==> src/rtl/psc_pkg.sv <==
package psc_pkg;

  localparam int NUM_ENTRIES    = 32;
  localparam int STEPS_PER_TURN = 200;
  localparam int NUM_LEDS       = 32;
  localparam int ARROW_SHIFT    = 30;

  localparam int ENTRY_AW = (NUM_ENTRIES > 1) ? $clog2(NUM_ENTRIES) : 1;

  localparam logic ACT_WRITE  = 1'b0;
  localparam logic ACT_RENDER = 1'b1;

  typedef enum logic [2:0] {
    SHAPE_CIRCLE = 3'd0,
    SHAPE_ARC    = 3'd1,
    SHAPE_LINE   = 3'd2,
    SHAPE_BOX    = 3'd3,
    SHAPE_SOLID  = 3'd4,
    SHAPE_ARROW  = 3'd5,
    SHAPE_POINT  = 3'd6
  } shape_kind_t;

  typedef struct packed {
    logic [7:0] end_stp;
    logic [7:0] start_stp;
    logic [4:0] outer_radius;
    logic [4:0] inner_radius;
    logic [2:0] shape_color;
    logic [2:0] shape_type;
  } shape_entry_t;

  // Reduces an 8-bit step to the range of one turn (input never reaches twice the turn).
  function automatic logic [7:0] mod_steps(input logic [7:0] x);
    logic [8:0] wide;
    wide = {1'b0, x};
    if (wide >= 9'(STEPS_PER_TURN)) begin
      wide = wide - 9'(STEPS_PER_TURN);
    end
    return wide[7:0];
  endfunction

  // Lights every radius from lo to hi that exists on the display.
  function automatic logic [31:0] range_mask(input logic signed [10:0] lo,
                                             input logic signed [10:0] hi);
    logic [31:0] m;
    m = '0;
    for (int i = 0; i < 32; i++) begin
      m[i] = (i < NUM_LEDS) && ($signed(11'(i)) >= lo) && ($signed(11'(i)) <= hi);
    end
    return m;
  endfunction

endpackage

==> src/rtl/psc_table.sv <==
module psc_table (
  input  logic                  clk,
  input  logic                  wr_en,
  input  logic [4:0]            wr_idx,
  input  psc_pkg::shape_entry_t wr_data,
  input  logic                  rd_en,
  input  logic [4:0]            rd_idx,
  output psc_pkg::shape_entry_t rd_data
);
  import psc_pkg::*;

  shape_entry_t entry_r [NUM_ENTRIES];
  shape_entry_t rd_data_r;

  always_ff @(posedge clk) begin
    if (wr_en) begin
      entry_r[wr_idx[ENTRY_AW-1:0]] <= wr_data;
    end
  end

  // A write retiring on the same edge as the read is passed straight through.
  always_ff @(posedge clk) begin
    if (rd_en) begin
      if (wr_en && wr_idx == rd_idx) begin
        rd_data_r <= wr_data;
      end else begin
        rd_data_r <= entry_r[rd_idx[ENTRY_AW-1:0]];
      end
    end
  end

  assign rd_data = rd_data_r;

endmodule

==> src/rtl/psc_render.sv <==
module psc_render (
  input  psc_pkg::shape_entry_t entry,
  input  logic [7:0]            rotor,
  output logic [31:0]           mask
);
  import psc_pkg::*;

  logic [7:0]         s;
  logic [7:0]         e;
  logic [7:0]         t;
  logic               wrap;
  logic               open_span;
  logic               closed_span;
  logic               arrow_span;
  logic               adjacent;
  logic [7:0]         ts;
  logic [7:0]         ss;
  logic [7:0]         es;
  logic signed [10:0] diff;
  logic signed [10:0] lim;
  logic signed [10:0] r_s;
  logic signed [10:0] big_r_s;
  logic [31:0]        full_mask;
  logic [31:0]        inner_bit;
  logic [31:0]        outer_bit;

  assign s    = entry.start_stp;
  assign e    = entry.end_stp;
  assign t    = rotor;
  assign wrap = s > e;

  assign open_span   = wrap ? (t > s || t < e) : (t > s && t < e);
  assign closed_span = wrap ? (t > s || t < e) : (t >= s && t <= e);
  assign arrow_span  = (s == e) ? (t == s) :
                       (s < e)  ? (t >= s && t <= e) : (t >= s || t <= e);

  // Neighbors of the start step, counting across the end of the turn.
  assign adjacent = ({1'b0, s} == {1'b0, t} + 9'd1) || ({1'b0, t} == {1'b0, s} + 9'd1) ||
                    (s == 8'd0 && t == 8'(STEPS_PER_TURN - 1)) ||
                    (t == 8'd0 && s == 8'(STEPS_PER_TURN - 1));

  // A wrapped arrow is measured on steps rotated forward by a fixed offset.
  assign ts = wrap ? mod_steps(t + 8'(ARROW_SHIFT)) : t;
  assign ss = wrap ? mod_steps(s + 8'(ARROW_SHIFT)) : s;
  assign es = wrap ? mod_steps(e + 8'(ARROW_SHIFT)) : e;

  assign diff = $signed({2'b00, ts, 1'b0}) - $signed({3'b000, ss}) - $signed({3'b000, es});
  assign lim  = (diff < 0) ? -diff : diff;

  assign r_s     = $signed({6'd0, entry.inner_radius});
  assign big_r_s = $signed({6'd0, entry.outer_radius});

  assign full_mask = range_mask(r_s, big_r_s);
  assign inner_bit = range_mask(r_s, r_s);
  assign outer_bit = range_mask(big_r_s, big_r_s);

  always_comb begin
    mask = '0;
    unique case (entry.shape_type)
      SHAPE_CIRCLE: mask = inner_bit;
      SHAPE_ARC: begin
        if (open_span) mask = inner_bit;
      end
      SHAPE_LINE: begin
        if (t == s) mask = full_mask;
      end
      SHAPE_BOX: begin
        if (t == s || t == e) mask = full_mask;
        if (open_span) mask = mask | inner_bit | outer_bit;
      end
      SHAPE_SOLID: begin
        if (closed_span) mask = full_mask;
      end
      SHAPE_ARROW: begin
        if (arrow_span) mask = range_mask(r_s, big_r_s - lim);
      end
      SHAPE_POINT: begin
        if (adjacent) mask = range_mask(r_s - 11'sd2, r_s);
        if (t == s) mask = mask | range_mask(r_s - 11'sd1, r_s + 11'sd1);
      end
      default: mask = '0;
    endcase
  end

endmodule

==> src/rtl/polar_shape_column_render.sv <==
// Shape table and column renderer for a rotating LED display.
// Input channel (in_valid / in_stall): each transaction either writes one
// shape entry (in_action = write) or renders one entry at a rotor step
// (in_action = render). Writes produce no result; each render produces one
// result transaction on the output channel (out_valid / out_stall) carrying
// the 32-bit mask of lit radii and the entry's stored color.
// A render result passes from the input register and the table read register,
// both loaded by the accepting edge, into the result register, which is loaded
// when the render leaves the input register.
// Throughput is one transaction per cycle while the receiver does not stall;
// only the shape logic sits between the input stage and the result register.
// A render observes every write accepted before it, including the one in
// the immediately preceding cycle.
// Reset clears the valid flags only; table contents are undefined until
// written. When the receiver stalls, the result is held in the output
// register, one more render waits in the input register, and in_stall rises;
// writes keep draining while the output is stalled.
module polar_shape_column_render (
  input  logic        clk,
  input  logic        rst_n,
  input  logic        in_valid,
  output logic        in_stall,
  input  logic        in_action,
  input  logic [4:0]  in_entry_index,
  input  logic [2:0]  in_shape_type,
  input  logic [2:0]  in_shape_color,
  input  logic [4:0]  in_inner_radius,
  input  logic [4:0]  in_outer_radius,
  input  logic [7:0]  in_start_step,
  input  logic [7:0]  in_end_step,
  input  logic [7:0]  in_rotor_step,
  output logic        out_valid,
  input  logic        out_stall,
  output logic [31:0] out_lit_mask,
  output logic [2:0]  out_lit_color
);
  import psc_pkg::*;

  logic         s1_valid_r;
  logic         s1_valid_nxt;
  logic         s1_action_r;
  logic [4:0]   s1_idx_r;
  shape_entry_t s1_entry_r;
  logic [7:0]   s1_rotor_r;

  logic         out_valid_r;
  logic         out_valid_nxt;
  logic [31:0]  out_mask_r;
  logic [2:0]   out_color_r;

  logic         accept;
  logic         out_free;
  logic         s1_adv;
  logic         idx_ok;
  logic         tbl_wr_en;
  shape_entry_t rd_entry;
  logic [31:0]  render_mask;

  assign out_free = !out_valid_r || !out_stall;
  assign s1_adv   = s1_valid_r && (s1_action_r == ACT_WRITE || out_free);
  assign in_stall = s1_valid_r && !s1_adv;
  assign accept   = in_valid && !in_stall;

  assign idx_ok    = 32'(s1_idx_r) < 32'(NUM_ENTRIES);
  assign tbl_wr_en = s1_adv && s1_action_r == ACT_WRITE && idx_ok;

  always_comb begin
    s1_valid_nxt = s1_valid_r;
    if (accept) begin
      s1_valid_nxt = 1'b1;
    end else if (s1_adv) begin
      s1_valid_nxt = 1'b0;
    end
  end

  always_comb begin
    out_valid_nxt = out_valid_r;
    if (s1_adv && s1_action_r == ACT_RENDER) begin
      out_valid_nxt = 1'b1;
    end else if (out_valid_r && !out_stall) begin
      out_valid_nxt = 1'b0;
    end
  end

  always_ff @(posedge clk) begin
    if (!rst_n) begin
      s1_valid_r  <= 1'b0;
      out_valid_r <= 1'b0;
    end else begin
      s1_valid_r  <= s1_valid_nxt;
      out_valid_r <= out_valid_nxt;
    end
  end

  // Steps are folded into one turn here so the table holds reduced values.
  always_ff @(posedge clk) begin
    if (accept) begin
      s1_action_r             <= in_action;
      s1_idx_r                <= in_entry_index;
      s1_entry_r.shape_type   <= in_shape_type;
      s1_entry_r.shape_color  <= in_shape_color;
      s1_entry_r.inner_radius <= in_inner_radius;
      s1_entry_r.outer_radius <= in_outer_radius;
      s1_entry_r.start_stp    <= mod_steps(in_start_step);
      s1_entry_r.end_stp      <= mod_steps(in_end_step);
      s1_rotor_r              <= mod_steps(in_rotor_step);
    end
  end

  always_ff @(posedge clk) begin
    if (s1_adv && s1_action_r == ACT_RENDER) begin
      out_mask_r  <= idx_ok ? render_mask : '0;
      out_color_r <= idx_ok ? rd_entry.shape_color : 3'd0;
    end
  end

  psc_table u_table (
    .clk     (clk),
    .wr_en   (tbl_wr_en),
    .wr_idx  (s1_idx_r),
    .wr_data (s1_entry_r),
    .rd_en   (accept),
    .rd_idx  (in_entry_index),
    .rd_data (rd_entry)
  );

  psc_render u_render (
    .entry (rd_entry),
    .rotor (s1_rotor_r),
    .mask  (render_mask)
  );

  assign out_valid     = out_valid_r;
  assign out_lit_mask  = out_mask_r;
  assign out_lit_color = out_color_r;

endmodule
==> config.mk <==
export PLATFORM = sky130hd
export DESIGN_NAME = polar_shape_column_render
export DESIGN_NICKNAME = d
export VERILOG_FILES = /design/src/rtl/psc_pkg.sv /design/src/rtl/psc_table.sv /design/src/rtl/psc_render.sv /design/src/rtl/polar_shape_column_render.sv
export SDC_FILE = /design/constraint.sdc
export NUM_CORES = 1
export LEC_CHECK = 0
export BUFFER_PORTS_ARGS = -buffer_cell sky130_fd_sc_hd__buf_4
export CAP_MARGIN = 10
export CORE_AREA = 2 2 254 507
export CTS_CLUSTER_DIAMETER = 40
export DETAILED_ROUTE_END_ITERATION = 12
export DIE_AREA = 0 0 256 509
export PLACE_DENSITY = 0.61
export SYNTH_ARGS = -nofsm -noshare
export SYNTH_HDL_FRONTEND = slang
export SYNTH_SLANG_ARGS = --single-unit
==> constraint.sdc <==
create_clock -name clk -period 8.2 [get_ports clk]
set_clock_uncertainty 0.15 [all_clocks]
set_input_delay 1.64 -clock clk [delete_from_list [all_inputs] [get_ports clk]]
set_output_delay 1.64 -clock clk [all_outputs]
set_load 0.03 [all_outputs]
# Word-level counts from Yosys, hierarchy flattened
# Memories as Yosys holds them, arrays and structs flattened. A register that Yosys moved wholly into a read port is not among the register bits.
# Cells that the tools add are included.
[word_totals] ff_bits=83 ramBits=1024 mem_count=1
[mem_list] name="u_table.entry_r" words=32 width=32 rd=1 rd_ports_with_merged_regs=1 write_ports=1 line_no="psc_table.sv:12" source="shape_entry_t entry_r [NUM_ENTRIES];"
[classes] add_sub_neg=18 n_lt_le_gt_ge=269 n_eq_ne=13 n_mux=31 bitwise=4 n_reduce_logical=219
[ops] operator="32-bit 2-to-1 mux" n=10
[ops] operator="32-bit case mux with 7 select lines" n=1
[ops] operator="1-bit logical AND" n=202
[ops] operator="6-bit greater-or-equal comparator, first input constant" n=32
[ops] operator="6-bit by 11-bit less-or-equal comparator with 1-bit output, first input constant" n=16
[ops] operator="5-bit greater-or-equal comparator, first input constant" n=32
[ops] operator="5-bit less-or-equal comparator, first input constant" n=32
[ops] operator="5-bit by 6-bit greater-or-equal comparator with 1-bit output, first input constant" n=16
[ops] operator="5-bit by 6-bit less-or-equal comparator with 1-bit output, first input constant" n=16
[ops] operator="32-bit OR" n=3
[ops] operator="5-bit by 11-bit less-or-equal comparator with 1-bit output, first input constant" n=8
[ops] operator="4-bit by 5-bit greater-or-equal comparator with 1-bit output, first input constant" n=16
[ops] operator="4-bit by 5-bit less-or-equal comparator with 1-bit output, first input constant" n=16
[ops] operator="8-bit 2-to-1 mux" n=9
[ops] operator="4-bit by 6-bit greater-or-equal comparator with 1-bit output, first input constant" n=8
[ops] operator="8-bit greater-or-equal comparator, second input constant" n=6
[ops] operator="4-bit by 6-bit less-or-equal comparator with 1-bit output, first input constant" n=8
[ops] operator="8-bit subtractor, second input constant" n=6
[ops] operator="3-bit by 11-bit less-or-equal comparator with 1-bit output, first input constant" n=4
[ops] operator="4-bit by 11-bit less-or-equal comparator with 1-bit output, first input constant" n=4
[ops] operator="3-bit by 5-bit greater-or-equal comparator with 1-bit output, first input constant" n=8
[ops] operator="3-bit by 5-bit less-or-equal comparator with 1-bit output, first input constant" n=8
[ops] operator="8-bit by 5-bit adder with 8-bit output, second input constant" n=3
[ops] operator="8-bit == test" n=3
[ops] operator="other kinds (37)" n=87

# Depth between registers and ports, before layout
# Gate-level depths: netlist of the first run.
[depth] depth_word=13 ltp_mapped=42 depth_no_buf=39

# Modules after synthesis
# A second synthesis of the first run with hierarchy kept.
[hier_totals] cells_unflattened=3551 area_unflattened_um2=51777.2
[by_module_without_submodules] mod="psc_table" instances=1 cells_per_inst=2181 area_each_um2=41320.9
[by_module_without_submodules] mod="psc_render" instances=1 cells_per_inst=1225 area_each_um2=7586.0
[by_module_without_submodules] mod="polar_shape_column_render" instances=1 cells_per_inst=145 area_each_um2=2870.3

# Worst setup path after synthesis of the first run
# Ideal clock, no wire load.
[synth_path] kind="register -> register" from="reg u_table.rd_data[29] (netlist name)" to="reg out_mask_r[1] (netlist: out_lit_mask[1]), data pin" arrival_ns=8.418 t_required_ns=7.789 setup_slack_ns=-0.629 stages_incl_launch_ff=36 path_buffers=3 period_less_slack_ns=8.829 cell_sequence="edfxtp_1 -> inv_1 -> ha_1 -> nand4_1 -> or2_1 -> and2_1 -> nor2_1 -> clkbuf_1 -> clkbuf_1 -> xnor2_1 -> ha_1 -> nor2b_1 -> o21a_1 -> o21a_1 -> o21ai_0 -> nor3b_1 -> nor2_1 -> ha_1 -> or3_1 -> o32a_1 -> or2_1 -> a211o_4 -> and2_1 -> clkbuf_1 -> o21ai_0 -> fa_1 -> a21o_1 -> a21o_1 -> a21oi_1 -> or3_1 -> o32a_1 -> or4b_1 -> a22o_1 -> a2111oi_4 -> o22ai_1 -> a221o_1"
[synth_between] elab_chain_cells=12 elab_cells_between_ends=39 classes_between="add/sub: 6; order compare: 7; eq/ne: 2; mux: 16; bitwise: 2; reduce/logical: 6"
[synth_lines] element="8-bit by 5-bit adder with 8-bit output" line_no="psc_render.sv:45" source="assign es = wrap ? mod_steps(e + 8'(ARROW_SHIFT)) : e;"
[synth_lines] element="8-bit subtractor / 8-bit greater-or-equal comparator (equally long branches)" line_no="psc_pkg.sv:37, psc_pkg.sv:36"
[synth_lines] element="8-bit 2-to-1 mux" line_no="psc_pkg.sv:36" source="if (wide >= 9'(STEPS_PER_TURN)) begin"
[synth_lines] element="8-bit 2-to-1 mux" line_no="psc_render.sv:45"
[synth_lines] element="10-bit by 9-bit subtractor with 11-bit output" line_no="psc_render.sv:47" source="assign diff = $signed({2'b00, ts, 1'b0}) - $signed({3'b000, ss}) - $signed({3'b000, es});"
[synth_lines] element="11-bit negator / 11-bit by 1-bit less-than comparator with 1-bit output (equally long branches)" line_no="psc_render.sv:48" source="assign lim = (diff < 0) ? -diff : diff;"
[synth_lines] element="11-bit 2-to-1 mux" line_no="psc_render.sv:48"
[synth_lines] element="6-bit by 11-bit subtractor with 11-bit output" line_no="psc_render.sv:75" source="if (arrow_span) mask = range_mask(r_s, big_r_s - lim);"
[synth_lines] element="2-bit by 11-bit less-or-equal comparator with 1-bit output" line_no="psc_pkg.sv:48" source="m[i] = (i < NUM_LEDS) && ($signed(11'(i)) >= lo) && ($signed(11'(i)) <= hi);"
[synth_lines] element="1-bit logical AND" line_no="psc_pkg.sv:48"
[synth_lines] element="32-bit 2-to-1 mux" line_no="psc_render.sv:75"
[synth_lines] element="32-bit case mux with 7 select lines (*)" line_no="psc_render.sv:59" source="unique case (entry.shape_type)"
[synth_lines] element="named net render_mask[1]" line_no="polar_shape_column_render.sv:57" source="logic [31:0] render_mask;"
[synth_lines] element="end signal: assignment" line_no="polar_shape_column_render.sv:112" source="out_mask_r <= idx_ok ? render_mask : '0;"
[synth_lines] element="end: declaration" line_no="polar_shape_column_render.sv:48" source="logic [31:0] out_mask_r;"
# Mark *: on every way through the listed nets, which the timed path passes. The rest lies on a longest branch. The select of a mux whose other input is x is not followed.
# A chain may end at the register's enable or synchronous reset.

# Worst setup path in the final report of the first run
[layout_path] from="reg u_table.rd_data[18] (netlist name)" to="reg out_mask_r[1] (netlist: out_lit_mask[1]), data pin"
[layout_between] elab_chain_cells=13 elab_cells_between_ends=54 classes_between="add/sub: 7; order compare: 7; eq/ne: 5; mux: 20; bitwise: 3; reduce/logical: 12"
[layout_lines] element="8-bit by 5-bit adder with 8-bit output" line_no="psc_render.sv:44" source="assign ss = wrap ? mod_steps(s + 8'(ARROW_SHIFT)) : s;"
[layout_lines] element="8-bit subtractor / 8-bit greater-or-equal comparator (equally long branches)" line_no="psc_pkg.sv:37, psc_pkg.sv:36"
[layout_lines] element="8-bit 2-to-1 mux" line_no="psc_pkg.sv:36"
[layout_lines] element="8-bit 2-to-1 mux" line_no="psc_render.sv:44"
[layout_lines] element="9-bit by 8-bit subtractor with 10-bit output" line_no="psc_render.sv:47"
[layout_lines] element="10-bit by 9-bit subtractor with 11-bit output" line_no="psc_render.sv:47"
[layout_lines] element="11-bit negator / 11-bit by 1-bit less-than comparator with 1-bit output (equally long branches)" line_no="psc_render.sv:48"
[layout_lines] element="11-bit 2-to-1 mux" line_no="psc_render.sv:48"
[layout_lines] element="6-bit by 11-bit subtractor with 11-bit output" line_no="psc_render.sv:75"
[layout_lines] element="2-bit by 11-bit less-or-equal comparator with 1-bit output" line_no="psc_pkg.sv:48"
[layout_lines] element="1-bit logical AND" line_no="psc_pkg.sv:48"
[layout_lines] element="32-bit 2-to-1 mux" line_no="psc_render.sv:75"
[layout_lines] element="32-bit case mux with 7 select lines (*)" line_no="psc_render.sv:59"
[layout_lines] element="named net render_mask[1]" line_no="polar_shape_column_render.sv:57"
# Marks and branches as above.

==> out/results.ini, run 1 <==
[synthesis]
yosys.cell_count.top_type=edfxtp_1
synthFlopType=edfxtp_1
synth.distinct_cells=88
synth_compound_area_share_pct=6.549
netlist.area_leader.share_pct=67.87
yosysSeqAreaShare_pct=67.95
async_flop_share_pct=0
syn_area_mm2=0.05031
yosysWarningCount=0
ys_seq_elements=1139
synth-adder-area-share_pct=1.955
syn_inst=2964
synth_mux_area_share_pct=15.03
synth_edf_count=1137
synth_top_area_cell=edfxtp_1
synth_common_cells=edfxtp_1, mux4_2, nor2_1
synth-xor-area-share_pct=1.288
synthSimpleGateAreaFrac_pct=5.666
syn_avg_cell_area_um2=16.97
synthTopCellsByArea=edfxtp_1, mux4_2, ha_1
synth_top_family_by_area=multiplexers
synth_nets=3090

[clock_tree]
path_clk_slew_ns=0.07
clock-sinks=1139
cts_tree=done
cts_max_path_buffers=3
h-tree-depth=3
cts_hold_buf=0
root_buffer=clkbuf_16
insertion_delay_ns=0.73
cts_buffers=104

[timing]
fmax_mhz=122.3
hold_viol_final=0
slew_viol_final=0
rsz0062_at_grt=true
finalCriticalPeriod_ns=8.179
finalCritPeriodShare_pct=99.75
setup_viol=0
maxSlewHeadroom_pct=17.75
layout_setup_ws_ns=0.02078
worst_slew_pin_slew_ns=1.223

[pwr]
comb_power_share_pct=33.1
clock_power_share_pct=28.9
ir_drop_v=0.0003777
power_frac_seq_pct=38.0
p_leak_nw=18.99
p_int_mw=11.45
swShare_pct=33.43
switching_power_mw=5.751
power_density_mw_per_mm2=293.2

[floorplanning]
initial_core_util_pct=39.73
fp.coreArea_mm2=0.1266
ios=87
fp-row-count=185
die_area_mm2=0.1303
fp.dieH_um=509
die_w_um=256

[setup_path]
cp-start-kind=flop
worstReg2RegStart=u_table.rd_data[18]$_DFFE_PP_
critPathArrivalTime_ns=8.50
slowest_stage=or4b_4
crit_fanout=5
reg2regPathDepth=35
cp.required_ns=8.52
cp-end-kind=flop
crit_path_max_incr_delay_ns=0.53
reg2reg_to=out_lit_mask[1]$_DFFE_PP_
crit_type=reg2reg
cp-endpoint=out_lit_mask[1]$_DFFE_PP_
crit_start=u_table.rd_data[18]$_DFFE_PP_
r2r_slack_ns=0.02

[global_route]
grt_pass1_wl_mm=226.1
antenna_found_initial=4
grt_max_degree=94
grt_pass1_vias=30920
grtUsageTotal_pct=24.61
gr-total-overflow=0

[placed_design]
dpl.hpwl_mm=102.9
io_buffer_count=86
preCtsSetupSlack_ns=-0.1847
gp_congestion=1.070
placed_area_mm2=0.05468

[route]
routed_wl_mm=160.3
drt_iter0_drc=2944
firstDrtPassIters=5
route.detailed.drc=0
vias=29739
ant_nets=0
avgViaCountPerCell=5.917
routedWlPerCell_um=31.90

[final_layout]
fin_area_mm2=0.05868
fin_util_pct=46.34
nFillCells=10797
area_growth_pct=16.64
nets=3379
drive_gt1_share_pct=28.44

[flow_run]
cap_violations=0

[status]
status=complete, no violations

[min_path]
hp-class=reg2reg

layout make-up:
class	count	area, um^2	area share (%)
diodes	3	7.507	0.01279
clock buffers	116	2648	4.512
clock inverters	77	857.1	1.461
inverters	47	176.4	0.3007
multi-input cells	1618	15990	27.26
flip-flops and latches	1139	34180	58.26
well taps	1683	2106	3.589
repair buffers	343	2706	4.612
layout by cell type (no fill, tap or decap), types with 34 or more instances in the layout:
master,instances
a21oi_1,127
buf_4,325
clkbuf_16,104
edfxtp_1,1137
ha_1,66
inv_1,42
mux4_2,320
nand2_1,167
nand3_1,36
nor2_1,137
nor2_4,34
nor3_1,34
o21ai_0,113
xnor2_1,49
through the flow:
step,total power [mW],hold slack (ns),cells,setup TNS (ns)
after floorplan,9.470,0.2503,2964,0
after global placement,11.77,0.2733,4815,-0.1691
after detailed placement,11.77,0.2612,4815,-0.8285
after CTS,16.74,0.2819,5014,0
after global routing,17.84,0.2975,5025,-3.245
final,17.21,0.2757,5026,0
sequential cells by signal, summed over array words and instances, names as in the netlist:
name,cells
u_table.rd_data,32
s1_valid_r,1
s1_entry_r,32
s1_idx_r,5
out_lit_mask,32
u_table.entry_r,1024
out_valid,1
out_lit_color,3
s1_rotor_r,8
s1_action_r,1
metal layers:
layer  part of all wire [%]  track usage (%)
met1                     32            25.27
met5                      0                0
met3                    4.8            3.111
met2                     56            47.32
met4                    6.8            14.60
how the worst min path moves through the flow:
stage,start,endpoint,slack [ns],cells after the start
final,u_table.rd_data[3]$_DFFE_PP_,out_lit_color[0]$_DFFE_PP_,0.28,0
after detailed placement,u_table.rd_data[3]$_DFFE_PP_,out_lit_color[0]$_DFFE_PP_,0.26,0
after global routing,u_table.rd_data[3]$_DFFE_PP_,out_lit_color[0]$_DFFE_PP_,0.30,0
after floorplan,u_table.rd_data[3]$_DFFE_PP_,out_lit_color[0]$_DFFE_PP_,0.25,0
after global placement,u_table.rd_data[3]$_DFFE_PP_,out_lit_color[0]$_DFFE_PP_,0.27,0
after CTS,u_table.rd_data[3]$_DFFE_PP_,out_lit_color[0]$_DFFE_PP_,0.28,0
worst max-delay path, delay by kind of cell, from the launching register on:
kind | cells | cell delay [ns]
and+or+nand+nor | 9 | 2.00
adders and majority gates | 4 | 1.16
buffers and inverters | 3 | 0.36
xor gates and xnor gates | 2 | 0.15
AOI/OAI and AO/OA | 17 | 3.57
DFF | 1 | 0.51
kinds of logic (layout without fill, tap and decap cells):
group,Yosys count,after routing
flops,1139,1139
simple gates,599,600
compound gates,512,512
mux,355,355
buf+inv,208,583
fa+ha+maj,77,77
xor+xnor,74,74
other cells,0,3
what timing repair did:
item / in CTS / in global routing
resized for setup: 8 / 82
gates cloned: 1 / 0
pin swaps: 8 / 50
endpoints found under the setup margin: 16 / 25
setup buffers: 5 / 12
power by group through the flow:
stage / logic (mW) / clock network (mW) / registers, mW
CTS: 5.15 / 5.05 / 6.55
finish: 5.69 / 4.97 / 6.55
global route: 6.04 / 5.24 / 6.55
floorplan: 2.80 / 0 / 6.67
global placement: 5.10 / 0 / 6.67
detailed placement: 5.09 / 0 / 6.67
Note: power is estimated with default switching activity, not from simulation.
==> run 2: changes to the inputs <==
--- a/config.mk
+++ b/config.mk
@@ -5,13 +5,15 @@
 export SDC_FILE = /design/constraint.sdc
 export NUM_CORES = 1
 export LEC_CHECK = 0
-export BUFFER_PORTS_ARGS = -buffer_cell sky130_fd_sc_hd__buf_4
 export CAP_MARGIN = 10
+export CELL_PAD_IN_SITES_DETAIL_PLACEMENT = 1
+export CELL_PAD_IN_SITES_GLOBAL_PLACEMENT = 2
 export CORE_AREA = 2 2 254 507
 export CTS_CLUSTER_DIAMETER = 40
 export DETAILED_ROUTE_END_ITERATION = 12
 export DIE_AREA = 0 0 256 509
-export PLACE_DENSITY = 0.61
+export DONT_BUFFER_PORTS = 1
+export PLACE_DENSITY = 0.74
 export SYNTH_ARGS = -nofsm -noshare
 export SYNTH_HDL_FRONTEND = slang
 export SYNTH_SLANG_ARGS = --single-unit
==> run 2 against run 1 <==
Against the previous run: the flow now finishes with violations (setup timing); utilization down 0.22 points; die area unchanged; hold slack worse by 0.0035 ns; clock-buffer cell count down 1; flip-flop and latch count unchanged; sequential share of layout area up 0.28 points; critical path depth unchanged; critical path type unchanged; critical endpoint unchanged.
==> out/results.ini, run 2 (synthesized netlist as in run 1, its figures left out) <==
[pwr]
power_frac_seq_pct=36.6  ; -1.4 points
p_leak_nw=18.72  ; -1.5%
power_density_mw_per_mm2=307.3  ; +4.8%
swShare_pct=33.81  ; +0.39 points
ir_drop_v=0.0005229  ; +38%
clock_power_share_pct=27.7  ; -1.2 points
comb_power_share_pct=35.7  ; +2.6 points
p_int_mw=11.88  ; +3.7%
switching_power_mw=6.068  ; +5.5%

[final_layout]
nets=3308  ; -2.1%
drive_gt1_share_pct=28.10  ; -0.34 points
fin_util_pct=46.12  ; -0.22 points
largest_reg_flops=1024  ; unchanged
final_cell_mix=edfxtp_1, mux4_2, buf_4, nand2_1, nor2_1
area_growth_pct=16.08
final_common_cell=edfxtp_1
nFillCells=12108  ; +12%

[route]
route.detailed.drc=0  ; unchanged
routedWlPerCell_um=34.07  ; +6.8%
avgViaCountPerCell=6.034  ; +2.0%
drt_iter0_drc=2520  ; -14%
firstDrtPassIters=5  ; unchanged
routed_wl_mm=168.8  ; +5.3%
vias=29906  ; +0.56%
ant_nets=0  ; unchanged

[setup_path]
slowest_stage=or4b_4
worstReg2RegStart=u_table.rd_data[17]$_DFFE_PP_
crit_type=reg2reg
crit_start=u_table.rd_data[17]$_DFFE_PP_
crit_fanout=7  ; +2
cp-start-kind=flop
reg2regPathDepth=35  ; unchanged
r2r_slack_ns=-0.14  ; -0.16 ns
cp-end-kind=flop
crit_path_max_incr_delay_ns=0.53  ; about the same
critPathArrivalTime_ns=8.66  ; +0.16 ns
cp.required_ns=8.52  ; about the same
reg2reg_to=out_lit_mask[1]$_DFFE_PP_
cp-endpoint=out_lit_mask[1]$_DFFE_PP_

[clock_tree]
cts_buffers=104  ; unchanged
root_buffer=clkbuf_16
path_clk_slew_ns=0.07  ; about the same
cts_max_path_buffers=3  ; unchanged
insertion_delay_ns=0.73  ; about the same
h-tree-depth=3  ; unchanged
cts_tree=done
clock-sinks=1139  ; unchanged

[timing]
fin_hold_ws_ns=0.2722  ; -0.003540 ns
setup_viol=12  ; +12
tns_ns=-0.6822  ; -0.6822 ns
hold_viol_final=0  ; unchanged
slew_viol_final=0  ; unchanged
fmax_mhz=119.9  ; -1.9%
maxSlewHeadroom_pct=11.25  ; -6.5 points
layout_setup_ws_ns=-0.1387  ; -0.1595 ns
rsz0062_at_grt=true
finalCritPeriodShare_pct=101.7  ; +1.9 points
finalCriticalPeriod_ns=8.339  ; +0.1595 ns
worst_slew_pin_slew_ns=1.322  ; +0.09966 ns

[global_route]
grtUsageTotal_pct=25.93  ; +1.3 points
gr-total-overflow=0  ; unchanged
grt_pass1_vias=32466  ; +5.0%
grt_max_degree=259  ; +180%
grt_pass1_wl_mm=239.0  ; +5.7%
antenna_found_initial=8  ; +4

[placed_design]
gp_congestion=1.026  ; -4.2%
preCtsSetupSlack_ns=-0.3824  ; -0.1978 ns
io_buffer_count=0  ; -100%
dpl.hpwl_mm=109.3  ; +6.2%

[flow_run]
cap_violations=0  ; unchanged

[floorplanning]
fp-row-count=185  ; unchanged
die_w_um=256  ; unchanged
fp.dieH_um=509  ; unchanged
initial_core_util_pct=39.73  ; unchanged
die_area_mm2=0.1303  ; unchanged
ios=87  ; unchanged
fp.coreArea_mm2=0.1266  ; unchanged

[status]
status=finished with violations
violations=setup timing

[min_path]
hp-class=reg2reg

## run 2: cell types whose count changed in the layout (fill, tap and decap cells not counted), moves of 5 or more
cell | before | now
a21oi_1 | 127 | 122
buf_4 | 325 | 250
buf_6 | 9 | 20
nor2_1 | 137 | 131
## run 2: through the flow
step                power (mW)  area, um^2  cells
global route             18.57       58400   4956
floorplan                9.470       50400   2964
finish                   17.94       58400   4956
detailed placement       11.99       53910   4722
global placement         11.87       53900   4721
CTS                      17.20       57750   4935
## run 2: timing repair
item / in CTS / in global routing
hold buffers: 0 / 0
endpoints found under the setup margin: 28 / 32
gates cloned: 0 / 0
buffers inserted: 22 / 19
resized for setup: 55 / 106
pin swaps: 43 / 66
## run 2: layout make-up
class	instances	area, um^2	share of cell area, %
antenna	6	15.01	0.02571
clock buffer	115	2644	4.527
clock inverter	76	805.8	1.380
inverter	47	176.4	0.3021
multi-input combinational	1617	16310	27.93
sequential	1139	34180	58.53
tap	1683	2106	3.606
timing repair buffer	273	2157	3.694
## run 2: how the worst min path moves through the flow
stage,start,to,slack (ns),cells after the start
2_1_floorplan,u_table.rd_data[3]$_DFFE_PP_,out_lit_color[0]$_DFFE_PP_,0.25,0
3_3_place_gp,u_table.rd_data[3]$_DFFE_PP_,out_lit_color[0]$_DFFE_PP_,0.26,0
3_5_place_dp,u_table.rd_data[5]$_DFFE_PP_,out_lit_color[2]$_DFFE_PP_,0.26,0
4_1_cts,u_table.rd_data[3]$_DFFE_PP_,out_lit_color[0]$_DFFE_PP_,0.27,0
5_1_grt,u_table.rd_data[3]$_DFFE_PP_,out_lit_color[0]$_DFFE_PP_,0.28,0
6_report,u_table.rd_data[3]$_DFFE_PP_,out_lit_color[0]$_DFFE_PP_,0.27,0
## run 2: power groups by stage
stage	combinational (mW)	sequential (mW)	clock, mW
floorplan	2.80	6.67	0
global placement	5.18	6.69	0
detailed placement	5.28	6.70	0
CTS	5.58	6.57	5.04
global route	6.76	6.58	5.22
finish	6.40	6.57	4.97
## run 2: critical path: cells and delay by family (launching register included)
family | cells | cell delay (ns)
AOI/OAI and AO/OA | 13 | 2.92
xor gates and xnor gates | 3 | 0.32
adders and majority gates | 4 | 1.02
buffers and inverters | 3 | 0.45
DFF | 1 | 0.50
and+or+nand+nor | 12 | 2.73
## run 2: per-layer routing
layer	GRT usage [%]	vias to the layer above	part of all wire, %
met5	0	-	0
met4	17.59	0	7.6
met3	3.744	487	4.6
met2	48.81	1152	55
met1	26.34	15783	33
li1	-	12484	-
==> run 3: changes to the inputs <==
--- a/config.mk
+++ b/config.mk
@@ -13,6 +13,7 @@
 export DETAILED_ROUTE_END_ITERATION = 12
 export DIE_AREA = 0 0 256 509
 export DONT_BUFFER_PORTS = 1
+export MAX_ROUTING_LAYER = met4
 export PLACE_DENSITY = 0.74
 export SYNTH_ARGS = -nofsm -noshare
 export SYNTH_HDL_FRONTEND = slang
==> run 3 against run 2 <==
Against the previous run: the flow still finishes with violations (setup timing); utilization about the same; routed wire length increased by 0.57%; clock power increased by 1%; clock-buffer cell count increased by 11; non-clock buffer count increased by 6; sequential share of layout area about the same; flip-flop and latch count unchanged; sequential power about the same; power increased by 0.27%; global-route usage increased by 1.0 points; critical endpoint unchanged; largest cell class unchanged.
==> out/results.ini, run 3 (synthesized netlist as in run 1, its figures left out) <==
[global_route]
antenna_found_initial=9  ; +1
grt_pass1_vias=32622  ; +0.48%
grtUsageTotal_pct=26.94  ; +1.0 points
grt_pass1_wl_mm=241.4  ; +1.0%
gr-total-overflow=0  ; unchanged
grt_max_degree=259  ; unchanged

[final_layout]
fin_util_pct=46.14  ; about the same
nets=3316  ; +0.24%
final_cell_mix=edfxtp_1, mux4_2, buf_4, nand2_1, nor2_1
largest_reg_flops=1024  ; unchanged
final_common_cell=edfxtp_1
drive_gt1_share_pct=27.74  ; -0.36 points
area_growth_pct=16.13  ; about the same
nFillCells=12114  ; +0.050%

[floorplanning]
initial_core_util_pct=39.73  ; unchanged
fp.coreArea_mm2=0.1266  ; unchanged
die_area_mm2=0.1303  ; unchanged
ios=87  ; unchanged
fp.dieH_um=509  ; unchanged
fp-row-count=185  ; unchanged
die_w_um=256  ; unchanged

[timing]
setup_viol=2  ; -10
hold_viol_final=0  ; unchanged
slew_viol_final=0  ; unchanged
fin_hold_ws_ns=0.2735  ; +0.001288 ns
rsz0062_at_grt=true
worst_slew_pin_slew_ns=1.434  ; +0.1117 ns
layout_setup_ws_ns=-0.03896  ; +0.09977 ns
maxSlewHeadroom_pct=3.384  ; -7.9 points
finalCriticalPeriod_ns=8.239  ; -0.09977 ns
fmax_mhz=121.4  ; +1.2%
finalCritPeriodShare_pct=100.5  ; -1.2 points

[clock_tree]
cts_hold_buf=0  ; unchanged
root_buffer=clkbuf_16
path_clk_slew_ns=0.07  ; about the same
cts_tree=done
cts_max_path_buffers=3  ; unchanged
clock-sinks=1139  ; unchanged
h-tree-depth=3  ; unchanged
insertion_delay_ns=0.72  ; about the same
cts_buffers=105  ; +0.96%

[setup_path]
worstReg2RegStart=u_table.rd_data[21]$_DFFE_PP_
r2r_slack_ns=-0.04  ; +0.10 ns
slowest_stage=or4b_4
crit_fanout=5  ; -2
cp-endpoint=out_lit_mask[1]$_DFFE_PP_
reg2regPathDepth=33  ; -5.7%
cp-start-kind=flop
reg2reg_to=out_lit_mask[1]$_DFFE_PP_
cp-end-kind=flop
cp.required_ns=8.49  ; -0.03 ns
cp_common_cell=ha_1
crit_start=u_table.rd_data[21]$_DFFE_PP_
critPathArrivalTime_ns=8.53  ; -0.13 ns
crit_type=reg2reg
crit_path_max_incr_delay_ns=0.49  ; -0.04 ns

[route]
avgViaCountPerCell=6.017  ; -0.28%
firstDrtPassIters=7  ; +2
routed_wl_mm=169.8  ; +0.57%
vias=29949  ; +0.14%
routedWlPerCell_um=34.12  ; +0.15%
route.detailed.drc=0  ; unchanged
drt_iter0_drc=2506  ; -0.56%
ant_nets=0  ; unchanged

[pwr]
ir_drop_v=0.0004073  ; -22%
finalPower_mw=17.99  ; +0.27%
power_density_mw_per_mm2=308.0  ; +0.24%
p_leak_nw=18.76  ; +0.21%

[placed_design]
io_buffer_count=0  ; unchanged
gp_congestion=1.052  ; +2.6%
dpl.hpwl_mm=110.1  ; +0.78%

[flow_run]
cap_violations=0  ; unchanged

[status]
status=finished with violations
violations=setup timing

[min_path]
hp-class=reg2reg

## run 3: final cells by class
type / instances / area (um^2) / share of cell area (%)
Antenna cell: 14 / 35.03 / 0.05997
Clock buffer: 126 / 2768 / 4.738
Clock inverter: 71 / 770.7 / 1.319
Inverter: 47 / 176.4 / 0.3020
Multi-Input combinational cell: 1618 / 16160 / 27.66
Sequential cell: 1139 / 34180 / 58.51
Tap cell: 1683 / 2106 / 3.605
Timing Repair Buffer: 279 / 2220 / 3.800
## run 3: worst min path at each step
stage	slack, ns	depth (start not counted)	from	end
CTS	0.27	0	u_table.rd_data[3]$_DFFE_PP_	out_lit_color[0]$_DFFE_PP_
finish	0.27	0	u_table.rd_data[3]$_DFFE_PP_	out_lit_color[0]$_DFFE_PP_
floorplan	0.25	0	u_table.rd_data[3]$_DFFE_PP_	out_lit_color[0]$_DFFE_PP_
detailed placement	0.27	0	u_table.rd_data[5]$_DFFE_PP_	out_lit_color[2]$_DFFE_PP_
global placement	0.27	0	u_table.rd_data[3]$_DFFE_PP_	out_lit_color[0]$_DFFE_PP_
global route	0.29	0	u_table.rd_data[3]$_DFFE_PP_	out_lit_color[0]$_DFFE_PP_
## run 3: power breakdown
part	switching, mW	leakage (nW)	internal, mW
clock network	2.32	1.72	2.70
registers	0.0961	10.4	6.47
logic	3.71	6.67	2.69
total	6.13	18.8	11.9
## run 3: through the flow
stage,worst slack [ns],TNS [ns],std cells,cell area (um^2)
after CTS,-0.01224,-0.01224,4944,57800
after detailed placement,-0.4452,-7.100,4729,53970
final,-0.03896,-0.07167,4977,58420
after global placement,-0.1529,-0.8103,4729,53970
after global routing,-0.3567,-3.970,4976,58420
after floorplan,0.01192,0,2964,50400
## run 3: timing repair
action	CTS	global route
resized for setup	35	95
setup buffers	17	24
cloned	1	1
endpoints found under the setup margin	29	30
pin swaps	27	55
hold endpoints to repair	0	0
## run 3: per-layer routing
layer / wire length, um / GRT usage (%) / up-vias
met4: 13370 / 17.92 / 0
met3: 7734 / 3.739 / 524
met5: 0 / - / -
met2: 93190 / 48.92 / 1212
li1: - / - / 12524
met1: 55510 / 26.76 / 15689
## run 3: worst max-delay path: cells and delay by family (launching register included)
family / cells / cell delay (ns)
XOR/XNOR: 2 / 0.23
adder cells (fa/ha/maj): 4 / 1.17
AND/OR/NAND/NOR: 11 / 2.41
flip-flops: 1 / 0.42
buffers and inverters: 3 / 0.49
AO/OA/AOI/OAI: 13 / 3.10
